$ cat config.mk
export PLATFORM = sky130hd
export DESIGN_NAME = tlv_attribute_search
export DESIGN_NICKNAME = d
export VERILOG_FILES = /design/src/rtl/tlvs_pkg.sv /design/src/rtl/tlvs_scan.sv /design/src/rtl/tlvs_out.sv /design/src/rtl/tlv_attribute_search.sv
export VERILOG_INCLUDE_DIRS = /design/src /design/src/rtl
export SDC_FILE = /design/constraint.sdc
export NUM_CORES = 1
export LEC_CHECK = 0
export BUFFER_PORTS_ARGS = -buffer_cell sky130_fd_sc_hd__buf_2
export CAP_MARGIN = 15
export CORE_MARGIN = 3
export CORE_UTILIZATION = 60
export DETAILED_ROUTE_END_ITERATION = 7
export GPL_TIMING_DRIVEN = 0
export PLACE_DENSITY = 0.9
export SLEW_MARGIN = 20
export SYNTH_ARGS = -nofsm -noshare
export SYNTH_HDL_FRONTEND = slang
export SYNTH_SLANG_ARGS = --single-unit
export TNS_END_PERCENT = 10
$ cat constraint.sdc
create_clock -name clock -period 17 [get_ports clock]
set_input_delay 1.7 -clock clock [delete_from_list [all_inputs] [get_ports clock]]
set_output_delay 1.7 -clock clock [all_outputs]
set_load 0.05 [all_outputs]
$ cat src/rtl/assert_macros.svh
// Assertion macros used by the TLV search RTL.
// Each macro wraps one clocked, reset-qualified concurrent assertion.
`ifndef ASSERT_MACROS_SVH
`define ASSERT_MACROS_SVH

// Same-cycle implication: whenever ante holds, cons holds too.
`define ASSERT_IMPL(lbl, clk, rst, ante, cons, msg) \
   lbl: assert property (@(posedge clk) disable iff (rst) (ante) |-> (cons)) \
      else $error(msg);

// Next-cycle implication: whenever ante holds, cons holds on the cycle after.
`define ASSERT_NEXT(lbl, clk, rst, ante, cons, msg) \
   lbl: assert property (@(posedge clk) disable iff (rst) (ante) |=> (cons)) \
      else $error(msg);

`endif

$ cat src/rtl/tlvs_pkg.sv
// Package for the TLV attribute search block.
// Holds the result and configuration types, status codes and CSR indexes.
`timescale 1ns / 1ps
`default_nettype none

package tlvs_pkg;

   // Result status codes
   localparam logic [1:0] ST_FOUND     = 2'd0;
   localparam logic [1:0] ST_NOT_FOUND = 2'd1;
   localparam logic [1:0] ST_TRUNCATED = 2'd2;
   localparam logic [1:0] ST_OVERFLOW  = 2'd3;

   // CSR indexes
   localparam logic [1:0] CSR_TARGET_TYPE   = 2'd0;
   localparam logic [1:0] CSR_BUFFER_LENGTH = 2'd1;
   localparam logic [1:0] CSR_BYTE_ORDER    = 2'd2;

   // Bytes in a record header: 16-bit type plus 16-bit length
   localparam logic [17:0] HEADER_BYTES = 18'd4;

   typedef struct packed {
      logic [15:0] target_type;
      logic [15:0] buffer_length;
      logic        byte_order;
   } cfg_type;

   typedef struct packed {
      logic [1:0]  status;
      logic [15:0] found_offset;
      logic [15:0] found_length;
   } result_type;

endpackage

`default_nettype wire

$ cat src/rtl/tlvs_scan.sv
// Byte-at-a-time TLV record scanner: scan state and per-byte decision logic.
// Depends on tlvs_pkg for the configuration and result types.
`timescale 1ns / 1ps
`default_nettype none

module tlvs_scan
   import tlvs_pkg::*;
(
   input  wire logic       clock,
   input  wire logic       reset,
   input  wire logic       accept,
   input  wire logic [7:0] data_byte,
   input  wire logic       start_of_buffer,
   input  wire cfg_type    cfg,
   output logic            res_valid,
   output result_type      res
);

   localparam logic [2:0] PH_TYPE0  = 3'd0;
   localparam logic [2:0] PH_TYPE1  = 3'd1;
   localparam logic [2:0] PH_LEN0   = 3'd2;
   localparam logic [2:0] PH_LEN1   = 3'd3;
   localparam logic [2:0] PH_VALUE  = 3'd4;

   logic [15:0] pos_ff, pos_in, pos_s;
   logic [2:0]  phase_ff, phase_in, phase_s;
   logic [15:0] type_ff, type_in, type_s;
   logic [15:0] len_ff, len_in, len_s;
   logic [15:0] left_ff, left_in, left_s, left_dec;
   logic [15:0] rs_ff, rs_in, rs_s;
   logic        dec_ff, dec_in, dec_s;
   logic [15:0] len_merged;
   logic [15:0] type_merged;
   logic [17:0] hdr_end;
   logic [17:0] chk_start;
   logic        chk;
   logic [2:0]  chk_res;
   logic [2:0]  first_res;

   // Verdict on a record start: {fail, status}
   function automatic logic [2:0] start_check(input logic [17:0] start,
                                              input logic [15:0] buf_len);
      logic [17:0] len_ext;
      len_ext = {2'b00, buf_len};
      if (start >= len_ext)
         return {1'b1, ST_NOT_FOUND};
      else if (start + HEADER_BYTES > len_ext)
         return {1'b1, ST_TRUNCATED};
      else
         return {1'b0, ST_FOUND};
   endfunction

   // Combine two header bytes in the configured order
   function automatic logic [15:0] merge(input logic [7:0] first,
                                         input logic [7:0] second,
                                         input logic big_endian);
      if (big_endian)
         return {first, second};
      else
         return {second, first};
   endfunction

   // Restart the scan on a start-of-buffer byte
   always_comb begin
      pos_s   = start_of_buffer ? 16'd0 : pos_ff;
      phase_s = start_of_buffer ? PH_TYPE0 : phase_ff;
      type_s  = start_of_buffer ? 16'd0 : type_ff;
      len_s   = start_of_buffer ? 16'd0 : len_ff;
      left_s  = start_of_buffer ? 16'd0 : left_ff;
      rs_s    = start_of_buffer ? 16'd0 : rs_ff;
      dec_s   = start_of_buffer ? 1'b0 : dec_ff;
   end

   assign len_merged  = merge(len_s[7:0], data_byte, cfg.byte_order);
   assign type_merged = merge(type_s[7:0], data_byte, cfg.byte_order);
   assign hdr_end     = {2'b00, rs_s} + HEADER_BYTES;
   assign left_dec    = (left_s != 16'd0) ? left_s - 16'd1 : left_s;
   assign first_res   = start_check(18'd0, cfg.buffer_length);

   // Per-byte state update and decision
   always_comb begin
      pos_in    = pos_ff;
      phase_in  = phase_ff;
      type_in   = type_ff;
      len_in    = len_ff;
      left_in   = left_ff;
      rs_in     = rs_ff;
      dec_in    = dec_ff;
      res_valid = 1'b0;
      res       = '0;
      chk       = 1'b0;
      chk_start = '0;
      chk_res   = '0;
      if (accept) begin
         pos_in   = pos_s + 16'd1;
         phase_in = phase_s;
         type_in  = type_s;
         len_in   = len_s;
         left_in  = left_s;
         rs_in    = rs_s;
         dec_in   = dec_s;
         if (dec_s) begin
            // ignore bytes after the decision
         end else if (phase_s == PH_TYPE0 && pos_s == 16'd0 && first_res[2]) begin
            res_valid  = 1'b1;
            res.status = first_res[1:0];
            dec_in     = 1'b1;
         end else begin
            if (phase_s == PH_TYPE0 && pos_s == 16'd0)
               rs_in = 16'd0;
            case (phase_s)
               PH_TYPE0: begin
                  type_in  = {8'd0, data_byte};
                  phase_in = PH_TYPE1;
               end
               PH_TYPE1: begin
                  type_in  = type_merged;
                  phase_in = PH_LEN0;
               end
               PH_LEN0: begin
                  len_in   = {8'd0, data_byte};
                  phase_in = PH_LEN1;
               end
               PH_LEN1: begin
                  len_in = len_merged;
                  if (hdr_end > {2'b00, cfg.buffer_length}) begin
                     res_valid  = 1'b1;
                     res.status = ST_TRUNCATED;
                     dec_in     = 1'b1;
                  end else if (hdr_end + {2'b00, len_merged} >
                               {2'b00, cfg.buffer_length}) begin
                     res_valid  = 1'b1;
                     res.status = ST_OVERFLOW;
                     dec_in     = 1'b1;
                  end else if (type_s == cfg.target_type) begin
                     res_valid        = 1'b1;
                     res.status       = ST_FOUND;
                     res.found_offset = rs_s;
                     res.found_length = len_merged;
                     dec_in           = 1'b1;
                  end else if (len_merged == 16'd0) begin
                     chk       = 1'b1;
                     chk_start = hdr_end;
                  end else begin
                     left_in  = len_merged;
                     phase_in = PH_VALUE;
                  end
               end
               default: begin
                  left_in = left_dec;
                  if (left_dec == 16'd0) begin
                     chk       = 1'b1;
                     chk_start = hdr_end + {2'b00, len_s};
                  end
               end
            endcase
            // Check the next record start
            if (chk) begin
               chk_res = start_check(chk_start, cfg.buffer_length);
               if (chk_res[2]) begin
                  res_valid  = 1'b1;
                  res.status = chk_res[1:0];
                  dec_in     = 1'b1;
               end else begin
                  rs_in    = chk_start[15:0];
                  phase_in = PH_TYPE0;
                  type_in  = 16'd0;
                  len_in   = 16'd0;
                  left_in  = 16'd0;
               end
            end
         end
      end
   end

   // Scan state registers
   always_ff @(posedge clock) begin
      if (reset) begin
         pos_ff   <= 16'd0;
         phase_ff <= PH_TYPE0;
         type_ff  <= 16'd0;
         len_ff   <= 16'd0;
         left_ff  <= 16'd0;
         rs_ff    <= 16'd0;
         dec_ff   <= 1'b0;
      end else begin
         pos_ff   <= pos_in;
         phase_ff <= phase_in;
         type_ff  <= type_in;
         len_ff   <= len_in;
         left_ff  <= left_in;
         rs_ff    <= rs_in;
         dec_ff   <= dec_in;
      end
   end

endmodule

`default_nettype wire

$ cat src/rtl/tlvs_out.sv
// Two-entry result buffer: output register plus skid register.
// Depends on tlvs_pkg for the result type and assert_macros.svh for checks.
`timescale 1ns / 1ps
`default_nettype none
`include "assert_macros.svh"

module tlvs_out
   import tlvs_pkg::*;
(
   input  wire logic       clock,
   input  wire logic       reset,
   input  wire logic       push,
   input  wire result_type push_data,
   output logic            full,
   output logic            rsp_valid,
   input  wire logic       rsp_stall,
   output result_type      rsp_data
);

   logic       out_valid_ff, out_valid_in;
   result_type out_data_ff, out_data_in;
   logic       skid_valid_ff, skid_valid_in;
   result_type skid_data_ff, skid_data_in;
   logic       load;

   // Output register can take new data when empty or being drained
   assign load = !out_valid_ff || !rsp_stall;

   always_comb begin
      out_valid_in  = out_valid_ff;
      out_data_in   = out_data_ff;
      skid_valid_in = skid_valid_ff;
      skid_data_in  = skid_data_ff;
      if (load) begin
         // drain the skid first, else take the new transaction
         out_valid_in  = skid_valid_ff || push;
         out_data_in   = skid_valid_ff ? skid_data_ff : push_data;
         skid_valid_in = 1'b0;
      end else if (push) begin
         skid_valid_in = 1'b1;
         skid_data_in  = push_data;
      end
   end

   always_ff @(posedge clock) begin
      if (reset) begin
         out_valid_ff  <= 1'b0;
         skid_valid_ff <= 1'b0;
      end else begin
         out_valid_ff  <= out_valid_in;
         skid_valid_ff <= skid_valid_in;
      end
   end

   // Payload registers need no reset
   always_ff @(posedge clock) begin
      out_data_ff  <= out_data_in;
      skid_data_ff <= skid_data_in;
   end

   assign full      = skid_valid_ff;
   assign rsp_valid = out_valid_ff;
   assign rsp_data  = out_data_ff;

   `ASSERT_IMPL(a_skid_needs_out, clock, reset, skid_valid_ff, out_valid_ff,
      "skid holds data while output is empty")
   `ASSERT_NEXT(a_skid_drains, clock, reset, skid_valid_ff && !rsp_stall,
      out_valid_ff && out_data_ff == $past(skid_data_ff),
      "skid transaction not moved to output")
   `ASSERT_IMPL(a_miss_zero, clock, reset, out_valid_ff && out_data_ff.status != ST_FOUND,
      out_data_ff.found_offset == 16'd0 && out_data_ff.found_length == 16'd0,
      "miss result carries nonzero offset or length")

endmodule

`default_nettype wire

$ cat src/rtl/tlv_attribute_search.sv
// TLV attribute search. Bytes of a buffer of type-length-value records (16-bit type,
// 16-bit length, value bytes) stream in one per transaction; req_start_of_buffer marks
// byte zero. The block reports one result per buffer: the first record whose type
// matches target_type (offset and length), or not found, header truncated or length
// overflow. It takes one byte every clock unless req_stall is high; the per-byte update
// is a combinational state step (a 16-bit type compare and an 18-bit record-end add and
// compare); the result is registered before it reaches rsp. Results pass through a
// two-entry output buffer; req_stall rises only when both entries are held by a
// stalled rsp side. Bytes after the decision are consumed with no result. Write the
// CSRs only while the block is idle.
// Depends on tlvs_pkg, tlvs_scan and tlvs_out.
`timescale 1ns / 1ps
`default_nettype none

module tlv_attribute_search
   import tlvs_pkg::*;
(
   input  wire logic        clock,
   input  wire logic        reset,
   input  wire logic        req_valid,
   output logic             req_stall,
   input  wire logic [7:0]  req_data_byte,
   input  wire logic        req_start_of_buffer,
   output logic             rsp_valid,
   input  wire logic        rsp_stall,
   output logic [1:0]       rsp_status,
   output logic [15:0]      rsp_found_offset,
   output logic [15:0]      rsp_found_length,
   input  wire logic        csr_write_enable,
   input  wire logic [1:0]  csr_index,
   input  wire logic [15:0] csr_write_data
);

   cfg_type    cfg_ff, cfg_in;
   logic       accept;
   logic       res_valid;
   result_type res;
   result_type rsp_data;
   logic       buf_full;

   // Configuration registers
   always_comb begin
      cfg_in = cfg_ff;
      if (csr_write_enable) begin
         case (csr_index)
            CSR_TARGET_TYPE:   cfg_in.target_type   = csr_write_data;
            CSR_BUFFER_LENGTH: cfg_in.buffer_length = csr_write_data;
            CSR_BYTE_ORDER:    cfg_in.byte_order    = csr_write_data[0];
            default: ;
         endcase
      end
   end

   always_ff @(posedge clock) begin
      if (reset) begin
         cfg_ff.target_type   <= 16'd0;
         cfg_ff.buffer_length <= 16'd1;
         cfg_ff.byte_order    <= 1'b0;
      end else begin
         cfg_ff <= cfg_in;
      end
   end

   // Accept a byte whenever the result buffer has room
   assign req_stall = buf_full;
   assign accept    = req_valid && !buf_full;

   tlvs_scan u_scan (
      .clock           (clock),
      .reset           (reset),
      .accept          (accept),
      .data_byte       (req_data_byte),
      .start_of_buffer (req_start_of_buffer),
      .cfg             (cfg_ff),
      .res_valid       (res_valid),
      .res             (res)
   );

   tlvs_out u_out (
      .clock     (clock),
      .reset     (reset),
      .push      (res_valid),
      .push_data (res),
      .full      (buf_full),
      .rsp_valid (rsp_valid),
      .rsp_stall (rsp_stall),
      .rsp_data  (rsp_data)
   );

   assign rsp_status       = rsp_data.status;
   assign rsp_found_offset = rsp_data.found_offset;
   assign rsp_found_length = rsp_data.found_length;

endmodule

`default_nettype wire
# After elaboration in Yosys (flattened, before gate mapping)

Cells that the tools add are included.
W data, S select, Z words.

Output and inout port bits: 36
Memories kept: 0
Register bits after elaboration: 187
Bits in writable memories: 0
Bits in read-only memories: 0
Word-level logic and storage cells: 149
Bits in latches: 0

Reductions and logical operators: 20
$add $sub $neg: 6
Shift-type cells: 0
Div/mod/pow operators: 0
Eq/ne operators: 6
Order comparisons: 6
Bitwise gates (word level): 1
$mul: 0
Mux-type cells: 92

Operators by type and width:

| kind                    | count |
|---|---|
| $mux W16                | 29 |
| $mux W18                | 8 |
| $mux W34                | 4 |
| $mux W32                | 4 |
| $pmux W16 S2            | 3 |
| $gt A18 B16 Y1          | 3 |
| $mux W3                 | 17 |
| $logic_not A16 Y1       | 3 |
| $add A18 B16 Y18        | 2 |
| $pmux W18 S2            | 1 |
| $mux W1                 | 19 |
| $add A18 B3 Y18 const B | 1 |
| $ge A18 B16 Y1          | 1 |
| $add A16 B3 Y17 const B | 1 |
| $add A16 B1 Y16 const B | 1 |
| $eq A16 B16 Y1          | 1 |
| $ge A1 B16 Y1 const A   | 1 |
| $gt A3 B16 Y1 const A   | 1 |
| $reduce_bool A16 Y1     | 1 |
| $sub A16 B1 Y16 const B | 1 |
| $pmux W3 S4             | 1 |
| $mux W2                 | 5 |
| $reduce_and A2 Y1       | 4 |
| $eq A3 B2 Y1 const B    | 2 |
| other kinds (12)        | 17 |

# Logic depth before layout (Yosys ltp)

Depth after elaboration: 25
Depth in mapped cells: 51
Mapped depth without buffers: 44

# Cells and area by module

A second synthesis with hierarchy kept.

Cell total of the unflattened synthesis: 1667
Area, all modules: 14445.1 um^2

By module, submodules not included:

| module               | seq. area each (um^2) | area each (um^2) | cells each | times used |
|---|---|---|---|---|
| tlvs_scan            | 1681.6                | 10380.0          | 1423       | 1 |
| tlvs_out             | 2082.0                | 2668.8           | 113        | 1 |
| tlv_attribute_search | 660.6                 | 1396.3           | 131        | 1 |

# Least setup slack after synthesis

OpenSTA, ideal clock, no wires.

Path kind: input to register
Start point: input req_start_of_buffer
End point: register u_out.skid_data_ff[0] (netlist bit), enable pin
Path slack: 3.767 ns
Cell stages on the path: 47
Data arrival time: 12.765 ns
Library setup time: 0.468 ns
Cells stage by stage: buf_4 > buf_6 > buf_2 > buf_1 > clkbuf_1 > buf_1 > clkbuf_1 > clkbuf_1 > clkbuf_1 > nor2_1 > ha_1 > a21o_1 > o41a_1 > and2_1 > o21ai_0 > nand2b_1 > a21oi_1 > o21bai_1 > [11 not listed] > nor2_1 > ha_1 > inv_1 > a2111oi_2 > nand2_1 > nor3_1 > xor2_1 > ha_1 > and3_1 > nand3_1 > nor2_1 > o21ai_0 > a21o_1 > a21oi_1 > a211oi_2 > a32oi_1 > nor3_1 > nor3_1

Cells in the longest elaborated chain, start to end: 25
Elaborated cells on any way between the ends: 64

RTL lines:

| item                                                      | RTL line                   | source |
|---|---|---|
| start, declared                                           | tlv_attribute_search.sv:23 | `input wire logic req_start_of_buffer,` |
| branches (longest 22 deep; another with $add A18 B16 Y18) | n/a                        |  |
| $mux W1 (*)                                               | tlvs_scan.sv:102           | `if (dec_s) begin` |
| $mux W1 (*)                                               | tlvs_scan.sv:94            | `if (accept) begin` |
| $reduce_and A2 Y1 (no source line) (*)                    | n/a                        |  |
| end signal, assigned                                      | tlvs_out.sv:58             | `skid_data_ff <= skid_data_in;` |
| end, declared                                             | tlvs_out.sv:23             | `result_type skid_data_ff, skid_data_in;` |

Every way passes the cells marked *. The select of a mux whose other input is x is not followed.
A chain may end at the register's enable or synchronous reset.

# Worst setup path after layout

Start point: input req_start_of_buffer
End point: register u_out.skid_data_ff[17] (netlist bit), enable pin

The elaborated chain is that of the path after synthesis.

==> qor.yml <==
global_routing:
  overflow: 0
  grt_pass1_wl_um: 73800
  antenna_found_initial: 3
  grt_max_degree: 38
  grt_pass1_vias: 13100
  track_usage_pct: 38.6
placement:
  globalplace.congestion: 1.06
  portBuffers: 65
  placed_cell_area_sq_um: 14500
  hpwl_um: 36500
  post-place-ws_ps: 1860
pwr:
  internal_power_uw: 730
  p_leak_uw: 0.00659
  p_sw_uw: 336
  sequentialPowerShare_pct: 45.3
  power_uw: 1070
  p_per_area_nw_per_um2: 70.6
  ir_drop_mv: 0.0622
  p_comb_share_pct: 15.7
  switching_share_pct: 31.5
  p_clk_share_pct: 39.0
clock_network:
  holdBufCountCts: 0
  cts-buffers-inserted: 17
  clkLatencyLatePin_ps: 450
  cts_tree: "done"
  cts-htree-levels: 4
  cts.sinks: 187
  clkTransAtPathRegs_ps: 80
  root_buffer: "clkbuf_16"
  clockBufferDepth: 2
  post_cts.repair.setup_buffers: 0
  cts_resized: 0
sta:
  clock.fmax_mhz: 65.3
  rsz0062_at_grt: "false"
  hold_viol: 0
  fin_skew_ps: 18.7
  whs_ps: 457
  slew_headroom_pct: 21.3
  setup_ws_ps: 1680
  slew_viol_final: 0
  finalCritPeriodShare_pct: 90.1
  setup-violations-final: 0
  tightest_slew_ps: 1160
  fin_crit_ps: 15320
min_path:
  hp-class: "reg2reg"
yosys:
  syn_nets: 1776
  synth_area_leaders: "dfxtp_1 17%, edfxtp_1 15%, ha_1 9.0%"
  synth-edff-count: 68
  synth_top_area_share_pct: 17.3
  syn_area_sq_um: 13800
  postSynth.asyncResetShare_pct: 0
  seq_area_frac_synth_pct: 32.1
  yosysTopAreaCell: "dfxtp_1"
  avgSynthCellArea_sq_um: 8.39
  yosys_warnings: 0
  ys_ff_latch: 187
  synth_cell_types: 98
  netlist_instances: 1643
  synthFlopType: "dfxtp_1"
detailed_routing:
  num_vias: 13900
  firstDrtPassIters: 6
  dr.first_iter.drc_count: 2031
  drt-total-wl_um: 48400
  postRouteAntennaNets: 0
  drc: 0
  avgRoutedWirePerCell_um: 23.9
  via_per_inst: 6.87
layout:
  area_growth_pct: 9.57
  design_area_sq_um: 15100
  register_area_sq_um: 4420
  utilization_pct: 68.0
  drive_above_1_share_pct: 10.1
  final_nets: 1864
  multiInputGateArea_sq_um: 8740
  num_antenna_cells: 0
  fillerInstances: 1798
setup_path:
  worstSetupEndpoint: "u_out.skid_data_ff[17]$_DFFE_PP_"
  slowest_stage: "buf_1"
  cp-startpoint: "req_start_of_buffer"
  startpoint_type: "input pin"
  reg2reg_depth: 43
  r2r_start: "cfg_ff[0]$_SDFFE_PP0P_"
  critPathKind: "in2reg"
  critPathCaptureType: "flip-flop"
  crit_required_ps: 17210
  cp_max_fo: 11
  reg2reg_to: "u_out.skid_data_ff[17]$_DFFE_PP_"
  worst_path_largest_cell_delay_ps: 770
  r2r_slack_ps: 5130
  arrival_ps: 15530
run_status:
  outcome: "complete, no violations"
die:
  dieWidth_um: 158
  fp.dieArea_sq_um: 24800
  die_h_um: 158
  ios: 68
  core_area_sq_um: 22200
  initial_utilization_pct: 62.0
  num_rows: 54
flow_run:
  drv_cap: 0
-- worst min-delay path by stage --
stage          cells after the start  slack (ps)                        endpoint                      startpoint
3_3_place_gp                       1         440  u_scan.len_ff[12]$_SDFFE_PP0P_  u_scan.len_ff[12]$_SDFFE_PP0P_
4_1_cts                            2         460          cfg_ff[4]$_SDFFE_PP0P_          cfg_ff[4]$_SDFFE_PP0P_
5_1_grt                            2         480          cfg_ff[6]$_SDFFE_PP0P_          cfg_ff[6]$_SDFFE_PP0P_
3_5_place_dp                       1         450  u_scan.len_ff[13]$_SDFFE_PP0P_  u_scan.len_ff[13]$_SDFFE_PP0P_
6_report                           2         460          cfg_ff[4]$_SDFFE_PP0P_          cfg_ff[4]$_SDFFE_PP0P_
2_1_floorplan                      1         430  u_scan.len_ff[10]$_SDFFE_PP0P_  u_scan.len_ff[10]$_SDFFE_PP0P_
-- power groups by stage --
stage               combinational (uW)  clock, uW  sequential [uW]
CTS                                160        415              483
finish                             167        416              483
global placement                   154          0              493
detailed placement                 158          0              493
floorplan                         84.5          0              511
global route                       174        435              484
-- cells by family after synthesis --
kind of cell / share of synthesized area (%)
simple gates: 24.8
compound gates: 23.3
flops: 32.1
buf+inv: 4.64
fa+ha+maj: 9.27
xor+xnor: 3.49
mux: 2.40
-- sequential cells by signal (all words and copies together) (netlist names) --
name and cells:
u_out.rsp_data 34, u_out.skid_data_ff 34, cfg_ff 33, u_scan.left_ff 16, u_scan.len_ff 16, u_scan.pos_ff 16, u_scan.rs_ff 16, u_scan.type_ff 16
u_scan.phase_ff 3, u_out.full 1, u_out.rsp_valid 1, u_scan.dec_ff 1
-- placed cells by master (no fill, tap or decap), types with 60 or more instances in the layout --
master    Yosys  layout
edfxtp_1     68      68
buf_2        10      75
dfxtp_1     119     119
nor2_1      133     133
ha_1         99      99
a21oi_1     113     113
nand2_1     202     201
inv_1        66      66
a21o_1       77      77
o21ai_0      60      60
-- cells in the mapped netlist, types with 7 or more instances --
cell type	number
a211oi_1	20
buf_2	10
and2_1	26
buf_1	11
a221o_1	7
a21o_1	77
dfxtp_1	119
nor2b_1	38
o211ai_1	11
or3_1	16
o22ai_1	13
a21oi_1	113
inv_1	66
mux2i_1	24
nand3_1	29
nor2_1	133
clkbuf_1	55
o21bai_1	9
a31oi_1	16
a32o_1	10
or2_2	7
nand3b_1	9
o21ai_0	60
nor3_1	40
xor2_1	27
nand2b_1	20
buf_6	7
nand4_1	29
o21a_1	9
a22o_1	32
nor3b_1	10
nand2_1	202
xnor2_1	28
nor4_1	24
edfxtp_1	68
and3_1	28
mux2_2	8
ha_1	99
-- per-stage QoR --
step / std cells / TNS [ps]
after floorplan: 1643 / 0
after global placement: 1988 / -18940
after detailed placement: 1992 / 0
after CTS: 2024 / 0
after global routing: 2024 / 0
final: 2024 / 0
-- cell type report --
| type | instances | share of cell area [%] |
|---|---|---|
| Clock buffer | 17 | 2.82 |
| Sequential cell | 187 | 29.3 |
| Multi-Input combinational cell | 1304 | 57.8 |
| Tap cell | 280 | 2.32 |
| Inverter | 68 | 1.69 |
| Timing Repair Buffer | 69 | 2.38 |
| Clock inverter | 15 | 1.13 |
| Buffer | 84 | 2.54 |
-- critical path, delay by kind of cell --
family | cells | cell delay (ps)
and+or+nand+nor | 13 | 3550
buffers and inverters | 13 | 4970
AOI/OAI and AO/OA | 16 | 3970
adders and majority gates | 4 | 1130
xor gates and xnor gates | 2 | 210
-- per-layer routing --
metal	share of wire [%]	wire length, um	global-route usage, %
met2	43	20700	58.2
met1	39	19000	50.5
met4	5.4	2630	19.8
met5	0.081	39	0
met3	12	6000	11.4
Power figures use the tool's default switching activity.
